File: src/design/twre_pkg.sv
// Shared types, constants and register codes for the timed register write encoder.
package twre_pkg;

    localparam int WAIT_BITS  = 12;
    localparam int CFG_DATA_W = 16;
    localparam int CFG_IDX_W  = 2;
    localparam int COUNT_W    = 24;
    localparam int Q_DEPTH    = 2;
    localparam int Q_PTR_W    = (Q_DEPTH > 1) ? $clog2(Q_DEPTH) : 1;
    localparam int Q_CNT_W    = $clog2(Q_DEPTH + 1);

    localparam logic [COUNT_W-1:0]   SIZE_CAP  = COUNT_W'(32256);
    localparam logic [COUNT_W-1:0]   COUNT_MAX = {COUNT_W{1'b1}};
    localparam logic [WAIT_BITS-1:0] PAD_STEP  = WAIT_BITS'(255);
    localparam logic [7:0]           END_PORT  = 8'hFF;
    localparam logic [7:0]           PAD_BYTE0 = 8'hFF;
    localparam logic [7:0]           PAD_BYTE1 = 8'hFE;
    localparam logic [7:0]           PAD_BYTE2 = 8'h00;

    localparam logic [CFG_IDX_W-1:0] REG_DELTA_MODE     = 2'd0;
    localparam logic [CFG_IDX_W-1:0] REG_START_COUNT    = 2'd1;
    localparam logic [CFG_IDX_W-1:0] REG_START_CHECKSUM = 2'd2;

    typedef struct packed {
        logic [WAIT_BITS-1:0] wait_ticks;
        logic [7:0]           port_number;
        logic [7:0]           write_value;
    } in_item_t;

    typedef struct packed {
        logic [7:0]         out_byte;
        logic               last_byte;
        logic [7:0]         running_checksum;
        logic [COUNT_W-1:0] running_count;
    } out_item_t;

    typedef struct packed {
        logic                  we;
        logic [CFG_IDX_W-1:0]  index;
        logic [CFG_DATA_W-1:0] data;
    } cfg_t;

    // classified request as it sits in the queue
    typedef struct packed {
        logic     mode;
        logic     is_end;
        logic     long_wait;
        in_item_t item;
    } q_entry_t;

    typedef enum logic [2:0] {
        ST_IDLE,
        ST_PAD0,
        ST_PAD1,
        ST_PAD2,
        ST_WAIT_LO,
        ST_WAIT_HI,
        ST_PORT,
        ST_VALUE
    } back_state_t;

endpackage

File: src/design/twre_front.sv
// Front end: holds the mode register and classifies incoming requests.
module twre_front (
    input  logic                clk,
    input  logic                rst_n,
    input  twre_pkg::cfg_t      cfg,
    input  twre_pkg::in_item_t  in_item,
    output twre_pkg::q_entry_t  entry
);
    import twre_pkg::*;

    logic delta_mode_reg;
    logic delta_mode_next;

    always_comb
    begin
        delta_mode_next = delta_mode_reg;
        if (cfg.we && cfg.index == REG_DELTA_MODE)
        begin
            delta_mode_next = cfg.data[0];
        end
    end

    always_ff @(posedge clk or negedge rst_n)
    begin
        if (!rst_n)
        begin
            delta_mode_reg <= 1'b1;
        end
        else
        begin
            delta_mode_reg <= delta_mode_next;
        end
    end

    always_comb
    begin
        entry.mode      = delta_mode_reg;
        entry.is_end    = (in_item.port_number == END_PORT);
        entry.long_wait = (in_item.wait_ticks > PAD_STEP);
        entry.item      = in_item;
    end

endmodule

File: src/design/twre_queue.sv
// Short request queue between front and back ends.
module twre_queue (
    input  logic                clk,
    input  logic                rst_n,
    input  logic                wr_en,
    input  twre_pkg::q_entry_t  wr_data,
    output logic                q_full,
    input  logic                rd_en,
    output twre_pkg::q_entry_t  rd_data,
    output logic                q_empty
);
    import twre_pkg::*;

    q_entry_t             mem_reg [Q_DEPTH];
    logic [Q_PTR_W-1:0]   wr_ptr_reg, wr_ptr_next;
    logic [Q_PTR_W-1:0]   rd_ptr_reg, rd_ptr_next;
    logic [Q_CNT_W-1:0]   cnt_reg, cnt_next;
    logic                 do_wr, do_rd;

    assign q_full  = (cnt_reg == Q_CNT_W'(Q_DEPTH));
    assign q_empty = (cnt_reg == '0);
    assign do_wr   = wr_en && !q_full;
    assign do_rd   = rd_en && !q_empty;
    assign rd_data = mem_reg[rd_ptr_reg];

    always_comb
    begin
        wr_ptr_next = wr_ptr_reg;
        rd_ptr_next = rd_ptr_reg;
        cnt_next    = cnt_reg;
        if (do_wr)
        begin
            wr_ptr_next = (wr_ptr_reg == Q_PTR_W'(Q_DEPTH - 1)) ? '0 : wr_ptr_reg + 1'b1;
        end
        if (do_rd)
        begin
            rd_ptr_next = (rd_ptr_reg == Q_PTR_W'(Q_DEPTH - 1)) ? '0 : rd_ptr_reg + 1'b1;
        end
        if (do_wr && !do_rd)
        begin
            cnt_next = cnt_reg + 1'b1;
        end
        else if (do_rd && !do_wr)
        begin
            cnt_next = cnt_reg - 1'b1;
        end
    end

    always_ff @(posedge clk or negedge rst_n)
    begin
        if (!rst_n)
        begin
            wr_ptr_reg <= '0;
            rd_ptr_reg <= '0;
            cnt_reg    <= '0;
        end
        else
        begin
            wr_ptr_reg <= wr_ptr_next;
            rd_ptr_reg <= rd_ptr_next;
            cnt_reg    <= cnt_next;
        end
    end

    always_ff @(posedge clk)
    begin
        if (do_wr)
        begin
            mem_reg[wr_ptr_reg] <= wr_data;
        end
    end

endmodule

File: src/design/twre_back.sv
// Back end: byte sequencer, running count and checksum, output register.
module twre_back (
    input  logic                clk,
    input  logic                rst_n,
    input  twre_pkg::cfg_t      cfg,
    input  twre_pkg::q_entry_t  head,
    input  logic                q_empty,
    output logic                q_rd,
    output logic                out_valid,
    output twre_pkg::out_item_t out_item,
    input  logic                out_pop
);
    import twre_pkg::*;

    back_state_t          state_reg, state_next;
    in_item_t             item_reg, item_next;
    logic                 mode_reg, mode_next;
    logic [WAIT_BITS-1:0] wait_reg, wait_next;
    logic [COUNT_W-1:0]   byte_total_reg, byte_total_next;
    logic [7:0]           xor_total_reg, xor_total_next;
    logic                 out_valid_reg, out_valid_next;
    out_item_t            out_reg, out_next;

    logic                 advance;
    logic                 drop;
    logic                 emit;
    logic                 emit_last;
    logic [7:0]           emit_byte;
    logic [WAIT_BITS-1:0] wait_less;

    assign advance   = !out_valid_reg || out_pop;
    assign drop      = head.mode && (byte_total_reg > SIZE_CAP) && !head.is_end;
    assign wait_less = wait_reg - PAD_STEP;
    assign q_rd      = (state_reg == ST_IDLE) && !q_empty;

    // next state
    always_comb
    begin
        state_next = state_reg;
        case (state_reg)
            ST_IDLE:
            begin
                if (!q_empty && !drop)
                begin
                    state_next = (head.mode && head.long_wait) ? ST_PAD0 : ST_WAIT_LO;
                end
            end
            ST_PAD0:    if (advance) state_next = ST_PAD1;
            ST_PAD1:    if (advance) state_next = ST_PAD2;
            ST_PAD2:    if (advance) state_next = (wait_less > PAD_STEP) ? ST_PAD0 : ST_WAIT_LO;
            ST_WAIT_LO: if (advance) state_next = mode_reg ? ST_PORT : ST_WAIT_HI;
            ST_WAIT_HI: if (advance) state_next = ST_PORT;
            ST_PORT:    if (advance) state_next = ST_VALUE;
            ST_VALUE:   if (advance) state_next = ST_IDLE;
            default:    state_next = ST_IDLE;
        endcase
    end

    // byte selection
    always_comb
    begin
        emit      = 1'b0;
        emit_last = 1'b0;
        emit_byte = '0;
        case (state_reg)
            ST_IDLE:    emit = 1'b0;
            ST_PAD0:    begin emit = advance; emit_byte = PAD_BYTE0; end
            ST_PAD1:    begin emit = advance; emit_byte = PAD_BYTE1; end
            ST_PAD2:    begin emit = advance; emit_byte = PAD_BYTE2; end
            ST_WAIT_LO: begin emit = advance; emit_byte = wait_reg[7:0]; end
            ST_WAIT_HI: begin emit = advance; emit_byte = 8'(wait_reg >> 8); end
            ST_PORT:    begin emit = advance; emit_byte = item_reg.port_number; end
            ST_VALUE:
            begin
                emit      = advance;
                emit_byte = item_reg.write_value;
                emit_last = 1'b1;
            end
            default:    emit = 1'b0;
        endcase
    end

    // datapath
    always_comb
    begin
        item_next       = item_reg;
        mode_next       = mode_reg;
        wait_next       = wait_reg;
        byte_total_next = byte_total_reg;
        xor_total_next  = xor_total_reg;
        out_valid_next  = out_valid_reg && !out_pop;
        out_next        = out_reg;

        if (q_rd)
        begin
            item_next = head.item;
            mode_next = head.mode;
            wait_next = head.item.wait_ticks;
        end
        else if (emit && state_reg == ST_PAD2)
        begin
            wait_next = wait_less;
        end

        if (emit)
        begin
            xor_total_next  = xor_total_reg ^ emit_byte;
            byte_total_next = (byte_total_reg == COUNT_MAX) ? byte_total_reg
                                                            : byte_total_reg + 1'b1;
            out_valid_next            = 1'b1;
            out_next.out_byte         = emit_byte;
            out_next.last_byte        = emit_last;
            out_next.running_checksum = xor_total_next;
            out_next.running_count    = byte_total_next;
        end

        if (cfg.we && cfg.index == REG_START_COUNT)
        begin
            byte_total_next = COUNT_W'(cfg.data);
        end
        if (cfg.we && cfg.index == REG_START_CHECKSUM)
        begin
            xor_total_next = cfg.data[7:0];
        end
    end

    always_ff @(posedge clk or negedge rst_n)
    begin
        if (!rst_n)
        begin
            state_reg      <= ST_IDLE;
            byte_total_reg <= '0;
            xor_total_reg  <= '0;
            out_valid_reg  <= 1'b0;
        end
        else
        begin
            state_reg      <= state_next;
            byte_total_reg <= byte_total_next;
            xor_total_reg  <= xor_total_next;
            out_valid_reg  <= out_valid_next;
        end
    end

    always_ff @(posedge clk)
    begin
        item_reg <= item_next;
        mode_reg <= mode_next;
        wait_reg <= wait_next;
        out_reg  <= out_next;
    end

    assign out_valid = out_valid_reg;
    assign out_item  = out_reg;

endmodule

File: src/design/timed_register_write_encoder.sv
// Top level of the timed register write encoder: front, queue, back.
//
//  channel   | handshake           | payload
//  ----------+---------------------+-----------------------------------------
//  request   | push / full         | in_data  (wait_ticks, port_number, value)
//  result    | empty / pop         | out_data (byte, last, checksum, count)
//  config    | cfg_we              | cfg_index, cfg_data
//
// Each accepted request is classified at the input (mode, end marker, long
// wait) and parked in a two-entry queue. The back sequencer takes one request
// at a time: it loads the request while idle, then emits one byte per cycle
// (three or four, plus three per padding triple); a dropped request is read
// out in idle with no bytes. A full output register stalls the sequencer;
// the queue keeps accepting until it fills. Reset clears the queue, output
// register, mode (to one-byte wait) and both running totals.
module timed_register_write_encoder (
    input  logic                                   clk,
    input  logic                                   rst_n,
    input  logic                                   push,
    output logic                                   full,
    input  twre_pkg::in_item_t                     in_data,
    output logic                                   empty,
    input  logic                                   pop,
    output twre_pkg::out_item_t                    out_data,
    input  logic                                   cfg_we,
    input  logic [twre_pkg::CFG_IDX_W-1:0]         cfg_index,
    input  logic [twre_pkg::CFG_DATA_W-1:0]        cfg_data
);
    import twre_pkg::*;

    cfg_t      cfg;
    q_entry_t  front_entry;
    q_entry_t  head;
    logic      q_empty;
    logic      q_rd;
    logic      out_valid;

    assign cfg.we    = cfg_we;
    assign cfg.index = cfg_index;
    assign cfg.data  = cfg_data;

    twre_front u_front (
        .clk     (clk),
        .rst_n   (rst_n),
        .cfg     (cfg),
        .in_item (in_data),
        .entry   (front_entry)
    );

    // queue full doubles as the request-side full
    twre_queue u_queue (
        .clk     (clk),
        .rst_n   (rst_n),
        .wr_en   (push),
        .wr_data (front_entry),
        .q_full  (full),
        .rd_en   (q_rd),
        .rd_data (head),
        .q_empty (q_empty)
    );

    twre_back u_back (
        .clk       (clk),
        .rst_n     (rst_n),
        .cfg       (cfg),
        .head      (head),
        .q_empty   (q_empty),
        .q_rd      (q_rd),
        .out_valid (out_valid),
        .out_item  (out_data),
        .out_pop   (pop)
    );

    assign empty = !out_valid;

endmodule

File: config.mk
export PLATFORM = sky130hd
export DESIGN_NAME = timed_register_write_encoder
export DESIGN_NICKNAME = d
export VERILOG_FILES = /design/src/design/twre_pkg.sv /design/src/design/twre_front.sv /design/src/design/twre_queue.sv /design/src/design/twre_back.sv /design/src/design/timed_register_write_encoder.sv
export SDC_FILE = /design/constraint.sdc
export NUM_CORES = 1
export LEC_CHECK = 0
export ABC_CLOCK_PERIOD_IN_PS = 6900
export BUFFER_PORTS_ARGS = -buffer_cell sky130_fd_sc_hd__buf_2
export CAP_MARGIN = 20
export CORE_MARGIN = 5
export CORE_UTILIZATION = 63
export DETAILED_ROUTE_END_ITERATION = 16
export PLACE_DENSITY = 0.85
export SLEW_MARGIN = 15
export SYNTH_ARGS = -nofsm -noshare
export SYNTH_HDL_FRONTEND = slang
export SYNTH_SLANG_ARGS = --single-unit
File: constraint.sdc
create_clock -name clk -period 6.9 [get_ports clk]
set_input_delay 1.035 -clock clk [delete_from_list [all_inputs] [get_ports clk]]
set_output_delay 1.035 -clock clk [all_outputs]
set_load 0.005 [all_outputs]
==> run_results.csv, run 1 <==
group,metric,value,unit
worst_setup_path,rrSetupSlack,3.51,ns
drt,wl_per_cell,19.1,µm
cells_and_area,postLayoutCellArea,9190,µm²
worst_setup_path,crit_type,"register to register",
floorplanning,die_w,123,µm
place,port_buffers,93,
yosys,yosysTopAreaCell,"edfxtp_1",
run,maxCapViolations,0,
power_and_ir_drop,peakVddDrop,245,µV
clock_network,cts_made_buffers,17,
clock_network,cts_resized,0,
sta,rsz0062_at_grt,"no",
yosys,ys.flop_type,"edfxtp_1",
yosys,synth_top_area_share,49.1,%
cells_and_area,layout-drive-gt1-share,23.7,%
drt,drc,0,
sta,finalHoldViolCount,0,
yosys,synth_xor_area_share,5.86,%
worst_setup_path,worst_ep_required_time,7.26,ns
global_routing,antenna_found_initial,0,
worst_setup_path,reg2reg_depth,7,
worst_setup_path,r2r-end,"u_back.byte_total_reg[13]$_DFFE_PN0P_",
clock_network,clockBufferDepth,2,
place,hpwl,11800,µm
floorplanning,die-area,15200,µm²
cells_and_area,area.growth.synth_to_final,13.8,%
yosys,synth_edf_count,132,
worst_hold_path,min_path_type,"primary input to async pin",
clock_network,clk_pin_slew,0.06,ns
clock_network,h-tree-depth,4,
status,status,"complete, no violations",
worst_setup_path,arrival,3.74,ns
floorplanning,die_h,123,µm
place,placed_cells,878,
floorplanning,ios,94,
cells_and_area,final_nets,782,
sta,fin_crit_sh,49.1,%
global_routing,grt_pass1_vias,5432,
worst_setup_path,start_kind,"register",
yosys,syn_inst,641,
yosys,synth_cell_type_count,73,
sta,finalSetupTns,0,ns
yosys,yosysWarnings,0,
place,routabilityCongestion,0.927,
sta,fin_skew,0.00920,ns
global_routing,grt.overflow.total,0,
yosys,async_flop_share,23.7,%
yosys,muxShareOfSynthArea,4.79,%
yosys,synthesis.nets,697,
drt,drt-total-wl,17400,µm
yosys,synth_fa_ha_area_share,0.775,%
drt,detail_route.iter0.violations,548,
global_routing,grt_max_degree,43,
worst_setup_path,cp-endpoint,"u_back.byte_total_reg[13]$_DFFE_PN0P_",
floorplanning,start_util,64.2,%
sta,period_needed,3.39,ns
cells_and_area,antenna_cells,0,
sta,maxSlewViolCount,0,
yosys,synth_top_family_by_area,"simple AND/OR/NAND/NOR gates",
sta,max_freq,0.295,GHz
sta,worst_slew_pin_slew,1.01,ns
drt,viasPerCell,6.17,
cells_and_area,largest_reg_flops,62,
worst_setup_path,r2r_start,"u_back.state_reg[2]$_DFFE_PN0P_",
yosys,synthTopCellsByArea,"edfxtp_1 49%, dfrtp_1 12%, xnor2_1 3.6%, mux2_2 2.9%, nand2_1 2.4%",
clock_network,cts_tree,"done",
yosys,synth_simple_gate_area_share,14.7,%
clock_network,cts.sinks,173,
drt,dr_total_vias,5623,
floorplanning,coreArea,12600,µm²
power_and_ir_drop,p_per_area,417,nW/µm²
place,placed_area,8630,µm²
yosys,synth_area_per_cell,12.6,µm²
yosys,synth_compound_area_share,8.93,%
global_routing,groute.usage.overall,23.7,%
worst_setup_path,crit_path_end_kind,"register",
drt,ant_nets,0,
clock_network,cts_setup_buffers,0,
floorplanning,fp-row-count,41,
yosys,synth_seq_cells,173,
yosys,syn-cell-area,8070,µm²
clock_network,clk_latency,0.42,ns
worst_setup_path,crit_start,"u_back.state_reg[2]$_DFFE_PN0P_",
worst_setup_path,path_max_fanout,42,
yosys,synth-seq-area-share,61.8,%
cells_and_area,fin_cells,911,
drt,dr.pass1.iters,5,
global_routing,grt_pass1_wl,27300,µm
sta,slew_headroom,32.3,%
clock_network,hold_buffers,0,
sta,finalSetupViolCount,0,
clock_network,cts-root-buf,"clkbuf_16",
power_and_ir_drop,p_leak,3.58,nW
[cell usage in the layout, fill, tap and decap left out, types with 6 or more instances in the layout]
| cell | count |
|---|---|
| nor2_1 | 47 |
| buf_2 | 93 |
| xnor2_1 | 33 |
| mux2_2 | 21 |
| nor2b_1 | 8 |
| and3_1 | 8 |
| nand4_1 | 15 |
| a211oi_1 | 7 |
| inv_1 | 20 |
| buf_4 | 6 |
| nor3_1 | 10 |
| a21oi_1 | 20 |
| nand3_1 | 20 |
| or3_1 | 11 |
| xor2_1 | 21 |
| dfrtp_1 | 40 |
| clkbuf_16 | 17 |
| mux2i_1 | 15 |
| nand2_1 | 51 |
| a31oi_1 | 14 |
| edfxtp_1 | 132 |
| o211ai_1 | 7 |
| o21ai_0 | 18 |
[power by group]
part           internal (mW)  total [mW]  switching [mW]
combinational          0.484        1.17           0.683
clock                  0.506       0.874           0.368
sequential              1.55        1.79           0.237
total                   2.54        3.83            1.29
[synth_stat cells (all sizes together) (7+ instances only)]
cell / number
edfxtp: 132
nand2: 52
nor2: 49
dfrtp: 40
xnor2: 33
inv: 21
mux2: 21
nand3: 21
xor2: 21
a21oi: 20
o21ai: 19
nand4: 18
buf: 17
clkbuf: 17
a31oi: 15
mux2i: 15
nor3: 11
or3: 11
and3: 9
nor2b: 8
a211oi: 7
o211ai: 7
or4: 7
[through the flow]
stage                     util [%]  setup slack (ns)  hold WS, ns  power, mW
after detailed placement      68.6              3.30        0.488       2.95
after global placement        68.6              3.47        0.488       2.87
final                         73.1              3.51        0.497       3.83
after floorplan                  -              3.50        0.461       2.58
after global routing          73.1              3.33        0.496       4.03
after CTS                     73.0              3.59        0.501       3.83
[worst min path at each step]
stage	start	to	slack, ns	depth (start not counted)
2_1_floorplan	u_queue.wr_ptr_reg$_DFFE_PN0P_	u_queue.wr_ptr_reg$_DFFE_PN0P_	0.46	1
3_3_place_gp	u_queue.cnt_reg[1]$_DFFE_PN0P_	u_queue.cnt_reg[1]$_DFFE_PN0P_	0.49	1
3_5_place_dp	u_queue.cnt_reg[1]$_DFFE_PN0P_	u_queue.cnt_reg[1]$_DFFE_PN0P_	0.49	1
4_1_cts	u_queue.cnt_reg[1]$_DFFE_PN0P_	u_queue.cnt_reg[1]$_DFFE_PN0P_	0.50	1
5_1_grt	rst_n	u_back.byte_total_reg[11]$_DFFE_PN0P_	0.50	1
6_report	rst_n	u_back.byte_total_reg[11]$_DFFE_PN0P_	0.50	1
[cell families (layout without fill, tap and decap cells)]
family	count (synthesis)	after routing
and+or+nand+nor	213	213
AOI/OAI and AO/OA	105	105
DFF	173	173
muxes	36	36
xor gates and xnor gates	54	54
buffers and inverters	55	153
adders and majority gates	5	5
[worst max-delay path: stages (launching register included)]
cell and delay [ns]:
dfrtp_1 0.77, or3_1 0.23, nand2_1 0.51, inv_2 0.51, buf_4 0.50, nand4_1 0.21
or4_1 0.45, nand3_1 0.10
[layer usage]
layer	up-vias	global-route usage [%]	part of all wire [%]
li1	2569	-	-
met1	2701	29.6	39
met2	297	39.7	50
met3	56	5.12	7.4
met4	0	11.2	3.4
met5	-	0	0
[area by class of cell]
cell class	instances	area [µm²]
clock buffer	26	509
clock inverter	6	35.0
fill	824	3380
inverter	21	78.8
multi-input combinational	413	2830
sequential	173	4990
tap	172	215
timing repair buffer	100	531
No activity file was read; power rests on OpenSTA's default activity.
==> inputs of run 2 (changes only) <==
--- a/config.mk
+++ b/config.mk
@@ -5,13 +5,14 @@
 export SDC_FILE = /design/constraint.sdc
 export NUM_CORES = 1
 export LEC_CHECK = 0
-export ABC_CLOCK_PERIOD_IN_PS = 6900
+export ABC_AREA = 1
+export ABC_CLOCK_PERIOD_IN_PS = 2900
 export BUFFER_PORTS_ARGS = -buffer_cell sky130_fd_sc_hd__buf_2
 export CAP_MARGIN = 20
 export CORE_MARGIN = 5
-export CORE_UTILIZATION = 63
+export CORE_UTILIZATION = 53
 export DETAILED_ROUTE_END_ITERATION = 16
-export PLACE_DENSITY = 0.85
+export PLACE_DENSITY = 0.76
 export SLEW_MARGIN = 15
 export SYNTH_ARGS = -nofsm -noshare
 export SYNTH_HDL_FRONTEND = slang
==> constraint.sdc (replaced) <==
create_clock -name clk -period 2.9 [get_ports clk]
set_input_delay 0.435 -clock clk [delete_from_list [all_inputs] [get_ports clk]]
set_output_delay 0.435 -clock clk [all_outputs]
set_load 0.005 [all_outputs]
==> run 2 against run 1 <==
  * Via count is 1.7% higher
  * Die area increased by 17%
  * Critical path type unchanged
  * Largest power group unchanged
  * Largest cell class unchanged
  * First-iteration DRC count up 24%
  * Non-clock buffer count grew 3
  * Sequential power increased by 150%
  * Combinational power grew to 3.0 times the previous value
==> run_results.csv, run 2 <==
group,metric,value,unit
worst_setup_path,start_kind,"register",
global_routing,grt_max_degree,42,
sta,slew_headroom,33.0,%
yosys,synth.most_common_cell,"nand2_1",
yosys,synth_edf_count,132,
sta,finalHoldViolCount,0,
clock_network,cts-root-buf,"clkbuf_16",
sta,holdWs,0.168,ns
sta,max_freq,0.459,GHz
sta,fin_skew,0.00975,ns
cells_and_area,layout_commonest_cell,"nand2_1",
floorplanning,start_util,53.4,%
yosys,yosysWarnings,0,
worst_setup_path,worst_ep_required_time,3.26,ns
worst_setup_path,critPathBufInv,3,
drt,wl_met3,1310,µm
floorplanning,coreArea,15000,µm²
worst_setup_path,reg2reg_depth,8,
yosys,synthTopCellsByArea,"edfxtp_1 49%, dfrtp_1 12%, nand2_1 11%, inv_1 3.4%, nand3_1 2.8%",
cells_and_area,area.growth.synth_to_final,16.3,%
clock_network,cts_setup_buffers,0,
worst_setup_path,path_cells,"inv_2, nand2_2, nor2_4, nor2_8, inv_2, nor2_4, inv_1, o21bai_1",
cells_and_area,final_cell_mix,"234 x nand2_1, 132 x edfxtp_1, 93 x buf_2, 72 x inv_1",
yosys,ys.flop_type,"edfxtp_1",
yosys,synth_top_area_share,49.4,%
clock_network,clk_pin_slew,0.07,ns
worst_setup_path,crit_type,"register to register",
global_routing,antenna_found_initial,0,
drt,drt-total-wl,17100,µm
worst_setup_path,cp_slowest_stage_delay,0.49,ns
cells_and_area,antenna_cells,0,
place,routabilityCongestion,0.934,
clock_network,clockBufferDepth,2,
sta,rsz0062_at_grt,"no",
place,port_buffers,93,
clock_network,h-tree-depth,4,
power_and_ir_drop,p_total,10.2,mW
clock_network,clk_latency,0.44,ns
yosys,yosysTopAreaCell,"edfxtp_1",
yosys,syn_inst,767,
global_routing,grt_pass1_vias,5360,
worst_setup_path,slowest_stage,"nor2_4",
yosys,synth_seq_cells,173,
global_routing,grt.overflow.total,0,
drt,dr.pass1.iters,5,
clock_network,hold_buffers,0,
clock_network,cts_tree,"done",
worst_setup_path,crit_cells,8,
sta,period_needed,2.18,ns
yosys,async_flop_share,23.7,%
yosys,synth_area_per_cell,10.5,µm²
yosys,synth_cell_type_count,47,
clock_network,cts_made_buffers,17,
worst_setup_path,r2r_start,"u_back.state_reg[0]$_DFFE_PN0P_",
sta,finalSetupTns,0,ns
worst_setup_path,path_max_fanout,23,
power_and_ir_drop,p_per_area,1090,nW/µm²
drt,dr_total_vias,5716,
power_and_ir_drop,peakVddDrop,600,µV
worst_setup_path,cp-endpoint,"u_back.byte_total_reg[0]$_DFFE_PN0P_",
global_routing,grt_pass1_wl,27400,µm
sta,finalSetupViolCount,0,
yosys,netlist_top_cells_count,"234 x nand2_1, 132 x edfxtp_1, 72 x inv_1, 47 x nor2_1, 45 x nand3_1",
sta,fin_crit_sh,75.1,%
drt,viasPerCell,5.32,
yosys,syn-cell-area,8030,µm²
floorplanning,die_w,133,µm
global_routing,groute.usage.overall,19.9,%
worst_setup_path,crit_path_end_kind,"register",
drt,wl_per_cell,15.9,µm
clock_network,cts.sinks,173,
worst_setup_path,r2r-end,"u_back.byte_total_reg[0]$_DFFE_PN0P_",
drt,drc,0,
worst_setup_path,arrival,2.54,ns
cells_and_area,largest_reg_flops,62,
cells_and_area,fin_util,62.1,%
worst_setup_path,crit_family,"simple AND/OR/NAND/NOR gates",
clock_network,cts_resized,0,
worst_setup_path,rrSetupSlack,0.72,ns
drt,topRoutingLayerUsed,"met4",
cells_and_area,final_nets,930,
floorplanning,die-area,17700,µm²
floorplanning,ios,94,
worst_hold_path,min_path_type,"primary input to async pin",
run,maxCapViolations,0,
drt,wl_met1,7060,µm
floorplanning,fp-row-count,45,
sta,worst_slew_pin_slew,1.00,ns
yosys,synthesis.nets,823,
drt,met2_wirelength,8410,µm
worst_setup_path,crit_start,"u_back.state_reg[0]$_DFFE_PN0P_",
drt,detail_route.iter0.violations,680,
sta,maxSlewViolCount,0,
cells_and_area,layout-drive-gt1-share,24.4,%
floorplanning,die_h,133,µm
power_and_ir_drop,p_leak,4.06,nW
yosys,synth-seq-area-share,62.2,%
status,status,"complete, no violations",
place,hpwl,12100,µm
drt,ant_nets,0,
run 2: kinds of logic (layout without fill, tap and decap cells):
kind of cell	Yosys count	count (layout)	share of synthesized area, %
buffers and inverters	97	217	4.97
and+or+nand+nor	400	400	23.5
DFF	173	173	62.2
muxes	1	1	0.125
xor gates and xnor gates	19	19	2.17
adders and majority gates	5	5	0.779
AOI/OAI and AO/OA	72	72	6.25
run 2: worst min path at each step:
| stage | endpoint | cells after the start |
|---|---|---|
| final | u_back.xor_total_reg[7]$_DFFE_PN0P_ | 1 |
| after global routing | u_queue.mem_reg[1][0]$_DFFE_PP_ | 1 |
| after CTS | u_queue.mem_reg[1][0]$_DFFE_PP_ | 1 |
| after detailed placement | u_back.item_reg[10]$_DFFE_PP_ | 2 |
| after global placement | u_back.item_reg[6]$_DFFE_PP_ | 2 |
| after floorplan | u_back.byte_total_reg[0]$_DFFE_PN0P_ | 0 |
run 2: final cells by class:
class                   count  area [µm²]
well taps                 188         235
fillers                  1166        5700
multi-input cells         497        2640
clock inverters            15         189
inverters                  82         310
repair buffers            103         541
clock buffers              17         425
flip-flops and latches    173        4990
run 2: routing by layer:
| layer | up-vias | global-route usage (%) |
|---|---|---|
| met3 | 25 | 4.52 |
| li1 | 2794 | - |
| met5 | - | 0 |
| met4 | 0 | 7.68 |
| met2 | 222 | 32.8 |
| met1 | 2675 | 25.8 |
run 2: metrics by stage:
step                      cell area [µm²]  setup WS [ns]  instances
final                                9340          0.723       1075
after CTS                            9340          0.739       1075
after global routing                 9340          0.575       1075
after detailed placement             8720          0.755       1043
after floorplan                      8030          0.284        767
after global placement               8720          0.875       1043
run 2: where the power goes:
part	switching (mW)	total (mW)	internal (mW)	leakage, nW
combinational	2.29	3.46	1.18	2.00
sequential	0.521	4.46	3.94	1.76
clock	1.10	2.28	1.17	0.298
total	3.91	10.2	6.29	4.06
